===== src/sv/hsv_color_blob_centroid_top_defines.svh =====
// assertion macros for the hsv colour blob centroid block
// depends on i_clk and i_rst_n being visible where the macros are used
`ifndef HSV_COLOR_BLOB_CENTROID_TOP_DEFINES_SVH
`define HSV_COLOR_BLOB_CENTROID_TOP_DEFINES_SVH

// antecedent implies consequent in the same cycle
`define HCB_ASSERT_SAME(label, ante, cons, msg) \
    label: assert property (@(posedge i_clk) disable iff (!i_rst_n) (ante) |-> (cons)) \
        else $error(msg);

// antecedent implies consequent in the next cycle
`define HCB_ASSERT_NEXT(label, ante, cons, msg) \
    label: assert property (@(posedge i_clk) disable iff (!i_rst_n) (ante) |=> (cons)) \
        else $error(msg);

`endif


===== src/sv/hcb_pkg.sv =====
// shared types, constants and codes for the hsv colour blob centroid block
// no dependencies
`timescale 1ns / 1ps
package hcb_pkg;
    localparam int DIV_NUM_W = 30;
    localparam int DIV_DEN_W = 21;
    localparam int DIV_CNT_W = $clog2(DIV_NUM_W);
    localparam int DEF_MAX_ROWS = 1024;
    localparam int DEF_MAX_COLS = 1024;
    localparam logic [20:0] CNT_MAX = 21'h1FFFFF;
    localparam logic [30:0] SUM_MAX = 31'h3FFFFFFF;
    localparam logic [29:0] SAT_NUM = 30'd1044480; // 255 << 12
    localparam logic [29:0] HUE_NUM = 30'd737280;  // 180 << 12

    localparam logic [2:0] REG_HUE_LOW  = 3'd0;
    localparam logic [2:0] REG_HUE_HIGH = 3'd1;
    localparam logic [2:0] REG_SAT_LOW  = 3'd2;
    localparam logic [2:0] REG_SAT_HIGH = 3'd3;
    localparam logic [2:0] REG_VAL_LOW  = 3'd4;
    localparam logic [2:0] REG_VAL_HIGH = 3'd5;

    localparam logic [1:0] DS_SAT = 2'd0;
    localparam logic [1:0] DS_HUE = 2'd1;
    localparam logic [1:0] DS_ROW = 2'd2;
    localparam logic [1:0] DS_COL = 2'd3;

    typedef struct packed {
        logic [7:0] hue_low;
        logic [7:0] hue_high;
        logic [7:0] sat_low;
        logic [7:0] sat_high;
        logic [7:0] val_low;
        logic [7:0] val_high;
    } t_cfg;

    typedef struct packed {
        logic       load_px;
        logic       div_start;
        logic [1:0] div_sel;
        logic       mul;
        logic       sel;
        logic       acc;
    } t_dp_cmd;

    typedef struct packed {
        logic div_done;
        logic last;
    } t_dp_stat;
endpackage


===== src/sv/hsv_color_blob_centroid_top.sv =====
// top level of the hsv colour blob centroid block
// depends on hcb_pkg, hcb_regs, hcb_ctrl, hcb_datapath and the defines header
//
//  channel  direction  handshake                 payload
//  pixel    in         i_in_valid / o_in_stall   i_red i_green i_blue i_pixel_row
//                                                i_pixel_col i_frame_end
//  result   out        o_out_valid / i_out_stall o_found o_centroid_row o_centroid_col
//  config   in         apb psel/penable/pwrite   paddr pwdata prdata pready
//
// a pixel passes from one accepting edge to the next through the idle state, two
// passes of the shared bit-serial divider (start, 30 quotient bits, done)
// for the reciprocals, then multiply, threshold and accumulate stages
// a frame-end pixel adds two more divider passes for the centroid and
// the result state before the input is free again
// one beat is in flight at a time; a waiting result holds the input stalled
// reset is synchronous and active low and restores the default thresholds
// the result beat holds steady while i_out_stall is high
`timescale 1ns / 1ps
`include "hsv_color_blob_centroid_top_defines.svh"
module hsv_color_blob_centroid_top
    import hcb_pkg::*;
#(
    parameter int MAX_ROWS = DEF_MAX_ROWS,
    parameter int MAX_COLS = DEF_MAX_COLS
) (
    input  logic        i_clk,
    input  logic        i_rst_n,
    input  logic        i_in_valid,
    output logic        o_in_stall,
    input  logic [7:0]  i_red,
    input  logic [7:0]  i_green,
    input  logic [7:0]  i_blue,
    input  logic [9:0]  i_pixel_row,
    input  logic [9:0]  i_pixel_col,
    input  logic        i_frame_end,
    output logic        o_out_valid,
    input  logic        i_out_stall,
    output logic        o_found,
    output logic [9:0]  o_centroid_row,
    output logic [9:0]  o_centroid_col,
    input  logic        psel,
    input  logic        penable,
    input  logic        pwrite,
    input  logic [4:0]  paddr,
    input  logic [31:0] pwdata,
    output logic [31:0] prdata,
    output logic        pready
);
    t_cfg     cfg;
    t_dp_cmd  cmd;
    t_dp_stat stat;

    // threshold registers
    hcb_regs u_regs (
        .i_clk  (i_clk),
        .i_rst_n(i_rst_n),
        .psel   (psel),
        .penable(penable),
        .pwrite (pwrite),
        .paddr  (paddr),
        .pwdata (pwdata),
        .prdata (prdata),
        .pready (pready),
        .o_cfg  (cfg)
    );

    // sequencer
    hcb_ctrl u_ctrl (
        .i_clk      (i_clk),
        .i_rst_n    (i_rst_n),
        .i_in_valid (i_in_valid),
        .i_out_stall(i_out_stall),
        .i_stat     (stat),
        .o_in_stall (o_in_stall),
        .o_out_valid(o_out_valid),
        .o_cmd      (cmd)
    );

    // conversion, accumulation and divide
    hcb_datapath #(
        .MAX_ROWS(MAX_ROWS),
        .MAX_COLS(MAX_COLS)
    ) u_dp (
        .i_clk         (i_clk),
        .i_rst_n       (i_rst_n),
        .i_cmd         (cmd),
        .i_cfg         (cfg),
        .i_red         (i_red),
        .i_green       (i_green),
        .i_blue        (i_blue),
        .i_pixel_row   (i_pixel_row),
        .i_pixel_col   (i_pixel_col),
        .i_frame_end   (i_frame_end),
        .o_stat        (stat),
        .o_found       (o_found),
        .o_centroid_row(o_centroid_row),
        .o_centroid_col(o_centroid_col)
    );

    // no pixel taken while a result waits
    `HCB_ASSERT_SAME(a_no_accept_on_result, !o_in_stall, !o_out_valid, "ready with result pending")
    // a taken pixel makes the block busy
    `HCB_ASSERT_NEXT(a_busy_after_accept, i_in_valid && !o_in_stall, o_in_stall, "not busy after beat")
    // a delivered result is not repeated
    `HCB_ASSERT_NEXT(a_result_once, o_out_valid && !i_out_stall, !o_out_valid, "result repeated")
    // empty frame reports a zero centroid
    `HCB_ASSERT_SAME(a_empty_zero, o_out_valid && !o_found,
        o_centroid_row == 10'd0 && o_centroid_col == 10'd0, "empty frame with centroid")
endmodule


===== src/sv/hcb_div.sv =====
// restoring divider, one quotient bit per cycle
// depends on hcb_pkg
`timescale 1ns / 1ps
module hcb_div
    import hcb_pkg::*;
(
    input  logic                 i_clk,
    input  logic                 i_rst_n,
    input  logic                 i_start,
    input  logic [DIV_NUM_W-1:0] i_num,
    input  logic [DIV_DEN_W-1:0] i_den,
    output logic                 o_done,
    output logic [DIV_NUM_W-1:0] o_quo,
    output logic [DIV_DEN_W-1:0] o_rem
);
    logic                 r_busy;
    logic [DIV_CNT_W-1:0] r_cnt;
    logic [DIV_NUM_W-1:0] r_quo;
    logic [DIV_DEN_W-1:0] r_rem;
    logic [DIV_DEN_W-1:0] r_den;
    logic                 r_done;
    logic [DIV_DEN_W:0]   rem_sh;
    logic                 q_bit;

    assign rem_sh = {r_rem, r_quo[DIV_NUM_W-1]};
    assign q_bit  = rem_sh >= {1'b0, r_den};

    always_ff @(posedge i_clk) begin
        if (!i_rst_n) begin
            r_busy <= 1'b0;
            r_done <= 1'b0;
            r_cnt  <= '0;
        end else begin
            r_done <= 1'b0;
            if (i_start) begin
                r_busy <= 1'b1;
                r_cnt  <= '0;
                r_quo  <= i_num;
                r_rem  <= '0;
                r_den  <= i_den;
            end else if (r_busy) begin
                r_quo <= {r_quo[DIV_NUM_W-2:0], q_bit};
                r_rem <= q_bit ? DIV_DEN_W'(rem_sh - {1'b0, r_den}) : rem_sh[DIV_DEN_W-1:0];
                r_cnt <= r_cnt + 1'b1;
                if (r_cnt == DIV_CNT_W'(DIV_NUM_W - 1)) begin
                    r_busy <= 1'b0;
                    r_done <= 1'b1;
                end
            end
        end
    end

    assign o_done = r_done;
    assign o_quo  = r_quo;
    assign o_rem  = r_rem;
endmodule


===== src/sv/hcb_regs.sv =====
// threshold register bank behind the apb port
// depends on hcb_pkg
`timescale 1ns / 1ps
module hcb_regs
    import hcb_pkg::*;
(
    input  logic        i_clk,
    input  logic        i_rst_n,
    input  logic        psel,
    input  logic        penable,
    input  logic        pwrite,
    input  logic [4:0]  paddr,
    input  logic [31:0] pwdata,
    output logic [31:0] prdata,
    output logic        pready,
    output t_cfg        o_cfg
);
    t_cfg       r_cfg;
    logic       wr;
    logic [2:0] idx;

    assign idx    = paddr[4:2];
    assign pready = 1'b1;
    assign wr     = psel && penable && pwrite;

    always_ff @(posedge i_clk) begin
        if (!i_rst_n) begin
            r_cfg.hue_low  <= 8'd0;
            r_cfg.hue_high <= 8'd5;
            r_cfg.sat_low  <= 8'd100;
            r_cfg.sat_high <= 8'd255;
            r_cfg.val_low  <= 8'd20;
            r_cfg.val_high <= 8'd255;
        end else if (wr) begin
            unique case (idx)
                REG_HUE_LOW:  r_cfg.hue_low  <= pwdata[7:0];
                REG_HUE_HIGH: r_cfg.hue_high <= pwdata[7:0];
                REG_SAT_LOW:  r_cfg.sat_low  <= pwdata[7:0];
                REG_SAT_HIGH: r_cfg.sat_high <= pwdata[7:0];
                REG_VAL_LOW:  r_cfg.val_low  <= pwdata[7:0];
                REG_VAL_HIGH: r_cfg.val_high <= pwdata[7:0];
                default: ;
            endcase
        end
    end

    always_comb begin
        unique case (idx)
            REG_HUE_LOW:  prdata = {24'd0, r_cfg.hue_low};
            REG_HUE_HIGH: prdata = {24'd0, r_cfg.hue_high};
            REG_SAT_LOW:  prdata = {24'd0, r_cfg.sat_low};
            REG_SAT_HIGH: prdata = {24'd0, r_cfg.sat_high};
            REG_VAL_LOW:  prdata = {24'd0, r_cfg.val_low};
            REG_VAL_HIGH: prdata = {24'd0, r_cfg.val_high};
            default:      prdata = 32'd0;
        endcase
    end

    assign o_cfg = r_cfg;
endmodule


===== src/sv/hcb_datapath.sv =====
// colour conversion, threshold test, accumulators and centroid divide
// depends on hcb_pkg and hcb_div
`timescale 1ns / 1ps
module hcb_datapath
    import hcb_pkg::*;
#(
    parameter int MAX_ROWS = DEF_MAX_ROWS,
    parameter int MAX_COLS = DEF_MAX_COLS
) (
    input  logic       i_clk,
    input  logic       i_rst_n,
    input  t_dp_cmd    i_cmd,
    input  t_cfg       i_cfg,
    input  logic [7:0] i_red,
    input  logic [7:0] i_green,
    input  logic [7:0] i_blue,
    input  logic [9:0] i_pixel_row,
    input  logic [9:0] i_pixel_col,
    input  logic       i_frame_end,
    output t_dp_stat   o_stat,
    output logic       o_found,
    output logic [9:0] o_centroid_row,
    output logic [9:0] o_centroid_col
);
    logic [9:0]         r_row, r_col;
    logic               r_last;
    logic [7:0]         r_v, r_diff;
    logic signed [11:0] r_hnum;
    logic [19:0]        r_srecip;
    logic [16:0]        r_hrecip;
    logic [27:0]        r_sprod;
    logic signed [31:0] r_hprod;
    logic               r_sel;
    logic [20:0]        r_cnt;
    logic [29:0]        r_rsum, r_csum;
    logic [9:0]         r_crow;
    logic               r_found;
    logic [9:0]         r_orow, r_ocol;

    logic [7:0]           v, mn, diff;
    logic signed [11:0]   hnum;
    logic [DIV_NUM_W-1:0] d_num, d_quo;
    logic [DIV_DEN_W-1:0] d_den, d_rem;
    logic                 d_done;
    logic [DIV_NUM_W-1:0] q_rnd;
    logic [27:0]          s_t;
    logic signed [31:0]   h_t, h_fin;
    logic                 sel_now, fits;

    // max, min and hue numerator of the incoming pixel
    always_comb begin
        v  = i_red;
        mn = i_red;
        if (i_green > v) v = i_green;
        if (i_blue > v) v = i_blue;
        if (i_green < mn) mn = i_green;
        if (i_blue < mn) mn = i_blue;
        diff = v - mn;
        if (v == i_red)
            hnum = $signed({4'd0, i_green}) - $signed({4'd0, i_blue});
        else if (v == i_green)
            hnum = $signed({4'd0, i_blue}) - $signed({4'd0, i_red})
                 + $signed({3'd0, diff, 1'b0});
        else
            hnum = $signed({4'd0, i_red}) - $signed({4'd0, i_green})
                 + $signed({2'd0, diff, 2'b0});
    end

    always_comb begin
        unique case (i_cmd.div_sel)
            DS_SAT: begin d_num = SAT_NUM; d_den = DIV_DEN_W'(r_v); end
            DS_HUE: begin d_num = HUE_NUM; d_den = DIV_DEN_W'(11'(r_diff) * 11'd6); end
            DS_ROW: begin d_num = r_rsum;  d_den = r_cnt; end
            default: begin d_num = r_csum; d_den = r_cnt; end
        endcase
    end

    hcb_div u_div (
        .i_clk  (i_clk),
        .i_rst_n(i_rst_n),
        .i_start(i_cmd.div_start),
        .i_num  (d_num),
        .i_den  (d_den),
        .o_done (d_done),
        .o_quo  (d_quo),
        .o_rem  (d_rem)
    );

    // round to nearest, ties to even
    assign q_rnd = d_quo + DIV_NUM_W'(({d_rem, 1'b0} > {1'b0, d_den}) ||
                   (({d_rem, 1'b0} == {1'b0, d_den}) && d_quo[0]));

    assign s_t   = (r_sprod + 28'd2048) >> 12;
    assign h_t   = (r_hprod + 32'sd2048) >>> 12;
    assign h_fin = (h_t < 0) ? h_t + 32'sd180 : h_t;
    assign sel_now = h_fin >= $signed({24'd0, i_cfg.hue_low})
                  && h_fin <= $signed({24'd0, i_cfg.hue_high})
                  && s_t >= 28'(i_cfg.sat_low) && s_t <= 28'(i_cfg.sat_high)
                  && r_v >= i_cfg.val_low && r_v <= i_cfg.val_high
                  && 32'(r_row) < MAX_ROWS && 32'(r_col) < MAX_COLS;
    assign fits = r_cnt < CNT_MAX
               && (31'(r_rsum) + 31'(r_row)) <= SUM_MAX
               && (31'(r_csum) + 31'(r_col)) <= SUM_MAX;

    always_ff @(posedge i_clk) begin
        if (!i_rst_n) begin
            r_cnt   <= '0;
            r_rsum  <= '0;
            r_csum  <= '0;
            r_last  <= 1'b0;
            r_found <= 1'b0;
            r_orow  <= '0;
            r_ocol  <= '0;
        end else begin
            if (i_cmd.load_px) begin
                r_row  <= i_pixel_row;
                r_col  <= i_pixel_col;
                r_last <= i_frame_end;
                r_v    <= v;
                r_diff <= diff;
                r_hnum <= hnum;
            end
            if (d_done) begin
                unique case (i_cmd.div_sel)
                    DS_SAT: r_srecip <= (r_v == 8'd0) ? 20'd0 : q_rnd[19:0];
                    DS_HUE: r_hrecip <= (r_diff == 8'd0) ? 17'd0 : q_rnd[16:0];
                    DS_ROW: r_crow <= d_quo[9:0];
                    default: begin
                        r_found <= r_cnt != 21'd0;
                        r_orow  <= (r_cnt != 21'd0) ? r_crow : 10'd0;
                        r_ocol  <= (r_cnt != 21'd0) ? d_quo[9:0] : 10'd0;
                        r_cnt   <= '0;
                        r_rsum  <= '0;
                        r_csum  <= '0;
                    end
                endcase
            end
            if (i_cmd.mul) begin
                r_sprod <= 28'(r_diff * r_srecip);
                r_hprod <= 32'(r_hnum * $signed({1'b0, r_hrecip}));
            end
            if (i_cmd.sel) r_sel <= sel_now;
            if (i_cmd.acc && r_sel && fits) begin
                r_cnt  <= r_cnt + 21'd1;
                r_rsum <= r_rsum + 30'(r_row);
                r_csum <= r_csum + 30'(r_col);
            end
        end
    end

    assign o_stat.div_done = d_done;
    assign o_stat.last     = r_last;
    assign o_found         = r_found;
    assign o_centroid_row  = r_orow;
    assign o_centroid_col  = r_ocol;
endmodule


===== src/sv/hcb_ctrl.sv =====
// sequencer for pixel conversion, accumulation and the frame result
// depends on hcb_pkg
`timescale 1ns / 1ps
module hcb_ctrl
    import hcb_pkg::*;
(
    input  logic     i_clk,
    input  logic     i_rst_n,
    input  logic     i_in_valid,
    input  logic     i_out_stall,
    input  t_dp_stat i_stat,
    output logic     o_in_stall,
    output logic     o_out_valid,
    output t_dp_cmd  o_cmd
);
    localparam logic [3:0] ST_IDLE = 4'd0;
    localparam logic [3:0] ST_DIVS = 4'd1;
    localparam logic [3:0] ST_DIVH = 4'd2;
    localparam logic [3:0] ST_MUL  = 4'd3;
    localparam logic [3:0] ST_SEL  = 4'd4;
    localparam logic [3:0] ST_ACC  = 4'd5;
    localparam logic [3:0] ST_DIVR = 4'd6;
    localparam logic [3:0] ST_DIVC = 4'd7;
    localparam logic [3:0] ST_OUT  = 4'd8;

    logic [3:0] r_state, n_state;
    logic       r_kick, n_kick;

    always_comb begin
        n_state = r_state;
        n_kick  = 1'b0;
        o_cmd   = '0;
        unique case (r_state)
            ST_IDLE: begin
                o_cmd.load_px = i_in_valid;
                if (i_in_valid) begin
                    n_state = ST_DIVS;
                    n_kick  = 1'b1;
                end
            end
            ST_DIVS: begin
                o_cmd.div_sel = DS_SAT;
                if (i_stat.div_done) begin
                    n_state = ST_DIVH;
                    n_kick  = 1'b1;
                end
            end
            ST_DIVH: begin
                o_cmd.div_sel = DS_HUE;
                if (i_stat.div_done) n_state = ST_MUL;
            end
            ST_MUL: begin
                o_cmd.mul = 1'b1;
                n_state   = ST_SEL;
            end
            ST_SEL: begin
                o_cmd.sel = 1'b1;
                n_state   = ST_ACC;
            end
            ST_ACC: begin
                o_cmd.acc = 1'b1;
                if (i_stat.last) begin
                    n_state = ST_DIVR;
                    n_kick  = 1'b1;
                end else begin
                    n_state = ST_IDLE;
                end
            end
            ST_DIVR: begin
                o_cmd.div_sel = DS_ROW;
                if (i_stat.div_done) begin
                    n_state = ST_DIVC;
                    n_kick  = 1'b1;
                end
            end
            ST_DIVC: begin
                o_cmd.div_sel = DS_COL;
                if (i_stat.div_done) n_state = ST_OUT;
            end
            ST_OUT: begin
                if (!i_out_stall) n_state = ST_IDLE;
            end
            default: n_state = ST_IDLE;
        endcase
        o_cmd.div_start = r_kick;
    end

    always_ff @(posedge i_clk) begin
        if (!i_rst_n) begin
            r_state <= ST_IDLE;
            r_kick  <= 1'b0;
        end else begin
            r_state <= n_state;
            r_kick  <= n_kick;
        end
    end

    assign o_in_stall  = r_state != ST_IDLE;
    assign o_out_valid = r_state == ST_OUT;
endmodule

===== config.mk =====
export PLATFORM = sky130hd
export DESIGN_NAME = hsv_color_blob_centroid_top
export DESIGN_NICKNAME = d
export VERILOG_FILES = /design/src/sv/hcb_pkg.sv /design/src/sv/hsv_color_blob_centroid_top.sv /design/src/sv/hcb_div.sv /design/src/sv/hcb_regs.sv /design/src/sv/hcb_datapath.sv /design/src/sv/hcb_ctrl.sv
export VERILOG_INCLUDE_DIRS = /design/src /design/src/sv
export SDC_FILE = /design/constraint.sdc
export NUM_CORES = 2
export LEC_CHECK = 0
export ABC_AREA = 1
export BUFFER_PORTS_ARGS = -buffer_cell sky130_fd_sc_hd__buf_2
export CAP_MARGIN = 20
export CORE_MARGIN = 10
export CORE_UTILIZATION = 40
export DETAILED_ROUTE_END_ITERATION = 7
export PLACE_DENSITY = 0.64
export SETUP_SLACK_MARGIN = 0.1
export SLEW_MARGIN = 20
export SYNTH_ARGS = -nofsm -noshare
export SYNTH_HDL_FRONTEND = slang
export SYNTH_HIERARCHICAL = 1
export SYNTH_SLANG_ARGS = --single-unit

===== constraint.sdc =====
create_clock -name i_clk -period 5.88 [get_ports i_clk]
set_input_delay 0.294 -clock i_clk [delete_from_list [all_inputs] [get_ports i_clk]]
set_output_delay 0.294 -clock i_clk [all_outputs]
set_load 0.05 [all_outputs]

==> run summary <==
The congestion estimate from routability-driven global placement came to 0.898. The first global-routing pass estimated 150 mm of wire. The worst register-to-register path ends at u_dp/r_hprod[27]$_DFFE_PP_. For the area of the placeable core, the log shows 88500 um^2. The share of final-layout standard cells stronger than drive strength 1 works out to 11.0%. The fraction of post-synthesis cell area in the top cell type by area is 17.2%, and the power consumption is 20.4 mW. The cell type group with the largest total delay on the critical path is adder cells.

In this design, the stage delay of the slowest critical-path cell is 0.53 ns. Of the total power, combinational logic draws 67.8%. The first TritonRoute pass finished after 5 iterations.

The async set-reset flop share out of synthesis works out to 0%. Area added between synthesis and finish: 12.5%. At the worst endpoint, the arrival time is 6.12 ns.

The number of remaining DRC errors was 0. STA classifies the critical path endpoint as a flop. The tools report the slack of the worst reg-to-reg path as 0.09 ns. The final wirelength is 93.1 mm, and the number of max-cap violations is 0. The total clock sinks was 367.

Data on the critical path is required at its endpoint by 6.21 ns. Of the synthesized area, sequential elements account for 26.3%. The cell depth of the worst hold path was 4; the number of inserted diodes was 0. TritonCTS built the clock tree. The count of cells along the worst register-to-register path is 24. In this run the power spent charging and discharging nets is 9.17 mW. In the global route stage, overall resource usage came out at 17.7%. After detailed routing, the average wire length per cell comes to 15.4 um. The run gives 0.000672 V as the peak ir drop on the vdd network. The clock arrives with 0.0320 ns of skew.

The run finished with clean final reports. Among all stages on the critical path, the largest delay is contributed by sky130_fd_sc_hd__fa_1. The cell area that synthesis handed to floorplanning was 35700 um^2. The buffer and inverter count on the worst path is 4.

The half-perimeter wire length after placement was 72.7 mm. Power spread over the standard cell area amounts to 507 nW/um^2. For the overall die area, the log shows 102000 um^2. The number of failing hold endpoints at the final stage came out at 0. Buffers inserted during clock tree synthesis total 42. The number of antenna violations at the first check in global routing was 1. The largest total area in the synthesized netlist belongs to sky130_fd_sc_hd__edfxtp_1. Timing would allow up to 173 MHz.

The run gives 29834 as the via count of the routed design. In the final design database the tool counted 5494 nets. The total of buffers placed on input and output ports was 93. The worst register-to-register path begins at u_dp/r_hrecip[3]$_SDFFCE_PN0P_. The number of buffers on the longest clock path came out at 3.

Number of flip-flops and latches in the synthesized netlist: 367. The tools report the root cell of the clock tree as sky130_fd_sc_hd__clkbuf_16. The floorplan has 109 rows. The effective utilization at floorplan is 40.3%, and the clock-pin slew on the worst setup and hold paths is 0.07 ns. The run gives 0 as the number of antenna-violating nets in the routed design. The logs give 29250 for the via count of the first global-routing pass and 0.0481 ns for the hold slack. The worst pin sits at a relative slew slack of 29.2%.

The worst setup path is launched from a flop. Ranked by total cell area, the synthesized netlist is headed by sky130_fd_sc_hd__edfxtp_1, sky130_fd_sc_hd__fa_1, sky130_fd_sc_hd__nand2_1. For this run, the number of Yosys warnings is 6. The critical path goes through buf_4 -> or2_2 -> fa_1 -> inv_1 -> fa_1 -> fa_1 -> fa_1 -> fa_1 -> ha_1 -> a21o_1 -> a21oi_2 -> inv_2 -> a21oi_4 -> o21ai_2 -> nand3_1 -> nand2_2 -> nand3_2 -> nand2_4 -> a21oi_4 -> buf_6 -> o21ai_4 -> nand3_2 -> nand2_2 -> xor2_1.

Average footprint of a synthesized cell: 7.68 um^2. Setup repair after global routing could not meet its margin everywhere. The most frequent cell after synthesis was sky130_fd_sc_hd__nand2_1. The share of power burned in the clock network is 13.3%.

Number of enable-type register cells in the synthesized netlist: 204. From bottom edge to top edge, the die measures 319 um. The path with the worst hold slack has its endpoint at u_dp/r_last$_SDFFE_PN0P_. After the first detailed-routing iteration, the DRC count stood at 2061.

The tools report the total leakage power as 20.1 nW. In this run the count of I/O pins placed on the die edge is 145. Setup violations remaining at the end of the flow were counted as 0. The dominant register cell in the synthesized netlist was sky130_fd_sc_hd__edfxtp_1. The startpoint identified for the worst hold timing path is i_in_valid.

Using the TritonRoute via totals, the vias-per-cell ratio works out to 4.95. The number of pins with negative max-slew slack in the final report is 0. Summed over all layers, the global routing overflow is 0. The worst setup path is of the flop to flop kind. The share of total power in sequential cells is 19.0%. For the internal cell power, the log shows 11.2 mW.

The worst hold path belongs to the class input pin to flop. The clock latency on the worst-skew pair came out at 0.60 ns. The top fanout value on the critical path was 5; the total number of H-tree levels was 2. The clock period could shrink to 5.79 ns.

The switching share of power came out at 45.0%. The share of the clock period used by the worst path after layout was 98.4%. The maximum number of pins on one net before global-route repair is 78. The most frequent cell on the critical path was sky130_fd_sc_hd__fa_1. Synthesis produced a netlist whose cell count is 4646. X dimension of the die: 319 um. The number of different library cells in the post-synthesis netlist is 70. Counting instances in the post-synthesis netlist gives the leading cell types as sky130_fd_sc_hd__nand2_1, sky130_fd_sc_hd__inv_1, sky130_fd_sc_hd__ha_1. For the pin with the worst max-slew slack, the measured transition is 1.06 ns.
==> area by class of cell <==
class	count	area, um^2
inverters	919	3460
fillers	8703	48400
well taps	1165	1460
multi-input cells	3202	22300
repair buffers	293	2110
flip-flops and latches	367	9390
clock buffers	60	1220
clock inverters	17	183
==> stage by stage <==
step                instance area [um^2]  cells  utilization [%]  worst slack (ns)  TNS [ns]
floorplan                          35800   4669                -             0.141         0
global placement                   37900   5889             42.9            0.0408         0
detailed placement                 37900   5889             42.9           -0.0615   -0.0875
CTS                                39700   6002             44.9             0.112         0
global route                       40200   6023             45.4            -0.163    -0.807
finish                             40200   6023             45.4            0.0918         0
==> worst reg2reg max path: stages, from the launching register on <==
cell and delay, ns:
sky130_fd_sc_hd__edfxtp_1 0.43, sky130_fd_sc_hd__buf_4 0.18, sky130_fd_sc_hd__or2_2 0.31, sky130_fd_sc_hd__fa_1 0.53, sky130_fd_sc_hd__inv_1 0.05, sky130_fd_sc_hd__fa_1 0.50
sky130_fd_sc_hd__fa_1 0.51, sky130_fd_sc_hd__fa_1 0.51, sky130_fd_sc_hd__fa_1 0.49, sky130_fd_sc_hd__ha_1 0.35, sky130_fd_sc_hd__a21o_1 0.20, sky130_fd_sc_hd__a21oi_2 0.15
sky130_fd_sc_hd__inv_2 0.07, sky130_fd_sc_hd__a21oi_4 0.16, sky130_fd_sc_hd__o21ai_2 0.09, sky130_fd_sc_hd__nand3_1 0.09, sky130_fd_sc_hd__nand2_2 0.07, sky130_fd_sc_hd__nand3_2 0.08
sky130_fd_sc_hd__nand2_4 0.06, sky130_fd_sc_hd__a21oi_4 0.19, sky130_fd_sc_hd__buf_6 0.13, sky130_fd_sc_hd__o21ai_4 0.07, sky130_fd_sc_hd__nand3_2 0.10, sky130_fd_sc_hd__nand2_2 0.06
sky130_fd_sc_hd__xor2_1 0.14
==> per-layer routing <==
metal,track usage (%),share of wire (%),vias up
li1,-,-,14969
met1,23.5,46,13958
met2,29.6,46,776
met3,2.58,5.8,131
met4,5.23,2.7,0
met5,0,0,-
==> kinds of logic (layout without fill, tap and decap cells) <==
group / after synthesis / after routing / synth area share (%)
XOR/XNOR: 142 / 142 / 3.51
other: 2 / 25 / 0.0210
AO/OA/AOI/OAI: 527 / 527 / 8.73
AND/OR/NAND/NOR: 1928 / 1928 / 23.4
buffers and inverters: 1100 / 1289 / 12.2
flip-flops: 367 / 367 / 26.3
adder cells (fa/ha/maj): 580 / 580 / 25.9
==> worst max path at each step <==
stage / startpoint / endpoint / slack (ns) / cells after the start
floorplan: u_dp/r_hnum[11]$_DFFE_PP_ / u_dp/r_hprod[28]$_DFFE_PP_ / 0.14 / 29
global placement: u_dp/r_hnum[2]$_DFFE_PP_ / u_dp/r_hprod[28]$_DFFE_PP_ / 0.04 / 29
detailed placement: u_dp/r_hnum[2]$_DFFE_PP_ / u_dp/r_hprod[28]$_DFFE_PP_ / -0.06 / 29
CTS: u_dp/r_diff[4]$_DFFE_PP_ / u_dp/r_sprod[27]$_DFFE_PP_ / 0.11 / 24
global route: u_dp/r_hnum[8]$_DFFE_PP_ / u_dp/r_hprod[27]$_DFFE_PP_ / -0.16 / 31
finish: u_dp/r_hrecip[3]$_SDFFCE_PN0P_ / u_dp/r_hprod[27]$_DFFE_PP_ / 0.09 / 24
==> sequential cells by signal (all words and copies together) (netlist names), 4 cells and up <==
name	flops
u_dp/u_div/o_rem	21
u_dp/r_srecip	20
u_dp/r_crow	10
u_dp/r_hnum	12
u_dp/r_cnt	21
u_dp/r_diff	8
u_ctrl/r_state	4
u_dp/r_col	10
u_dp/o_centroid_row	10
u_dp/r_hprod	19
u_dp/u_div/o_quo	30
u_dp/o_centroid_col	10
u_dp/r_sprod	17
u_dp/r_rsum	30
u_dp/u_div/r_cnt	5
u_regs/o_cfg	48
u_dp/r_hrecip	17
u_dp/r_csum	30
u_dp/r_v	8
u_dp/r_row	10
u_dp/u_div/r_den	21
==> what timing repair did <==
| item | 4_1_cts | 5_1_grt |
|---|---|---|
| buffers inserted | 7 | 21 |
| pin swaps | 7 | 29 |
| resized for setup | 4 | 70 |
| hold buffers | 29 | 0 |
| endpoints found under the hold margin | 39 | 0 |
| endpoints found under the setup margin | 5 | 31 |
==> cells in the final DEF (no fill, tap or decap), types with 29 or more instances in the layout <==
master	n
sky130_fd_sc_hd__nor2_1	288
sky130_fd_sc_hd__nor3_1	51
sky130_fd_sc_hd__fa_1	263
sky130_fd_sc_hd__nand4_1	60
sky130_fd_sc_hd__inv_1	895
sky130_fd_sc_hd__nand3_1	212
sky130_fd_sc_hd__a21oi_1	229
sky130_fd_sc_hd__nand2_1	1129
sky130_fd_sc_hd__ha_1	309
sky130_fd_sc_hd__edfxtp_1	204
sky130_fd_sc_hd__o21ai_0	99
sky130_fd_sc_hd__buf_2	93
sky130_fd_sc_hd__dlygate4sd3_1	29
sky130_fd_sc_hd__buf_4	159
sky130_fd_sc_hd__nand2_2	37
sky130_fd_sc_hd__xor2_1	108
sky130_fd_sc_hd__dfxtp_1	163
sky130_fd_sc_hd__xnor2_1	32
sky130_fd_sc_hd__clkbuf_16	45
sky130_fd_sc_hd__nor2_2	34
==> power groups by stage <==
stage / clock network, mW / registers, mW / logic, mW
after floorplan: 0 / 3.82 / 9.70
after global placement: 0 / 3.92 / 12.7
after detailed placement: 0 / 3.92 / 13.0
after CTS: 2.77 / 3.86 / 13.3
after global routing: 2.86 / 3.89 / 15.9
final: 2.70 / 3.86 / 13.8
(Power assumes the default switching activity.)
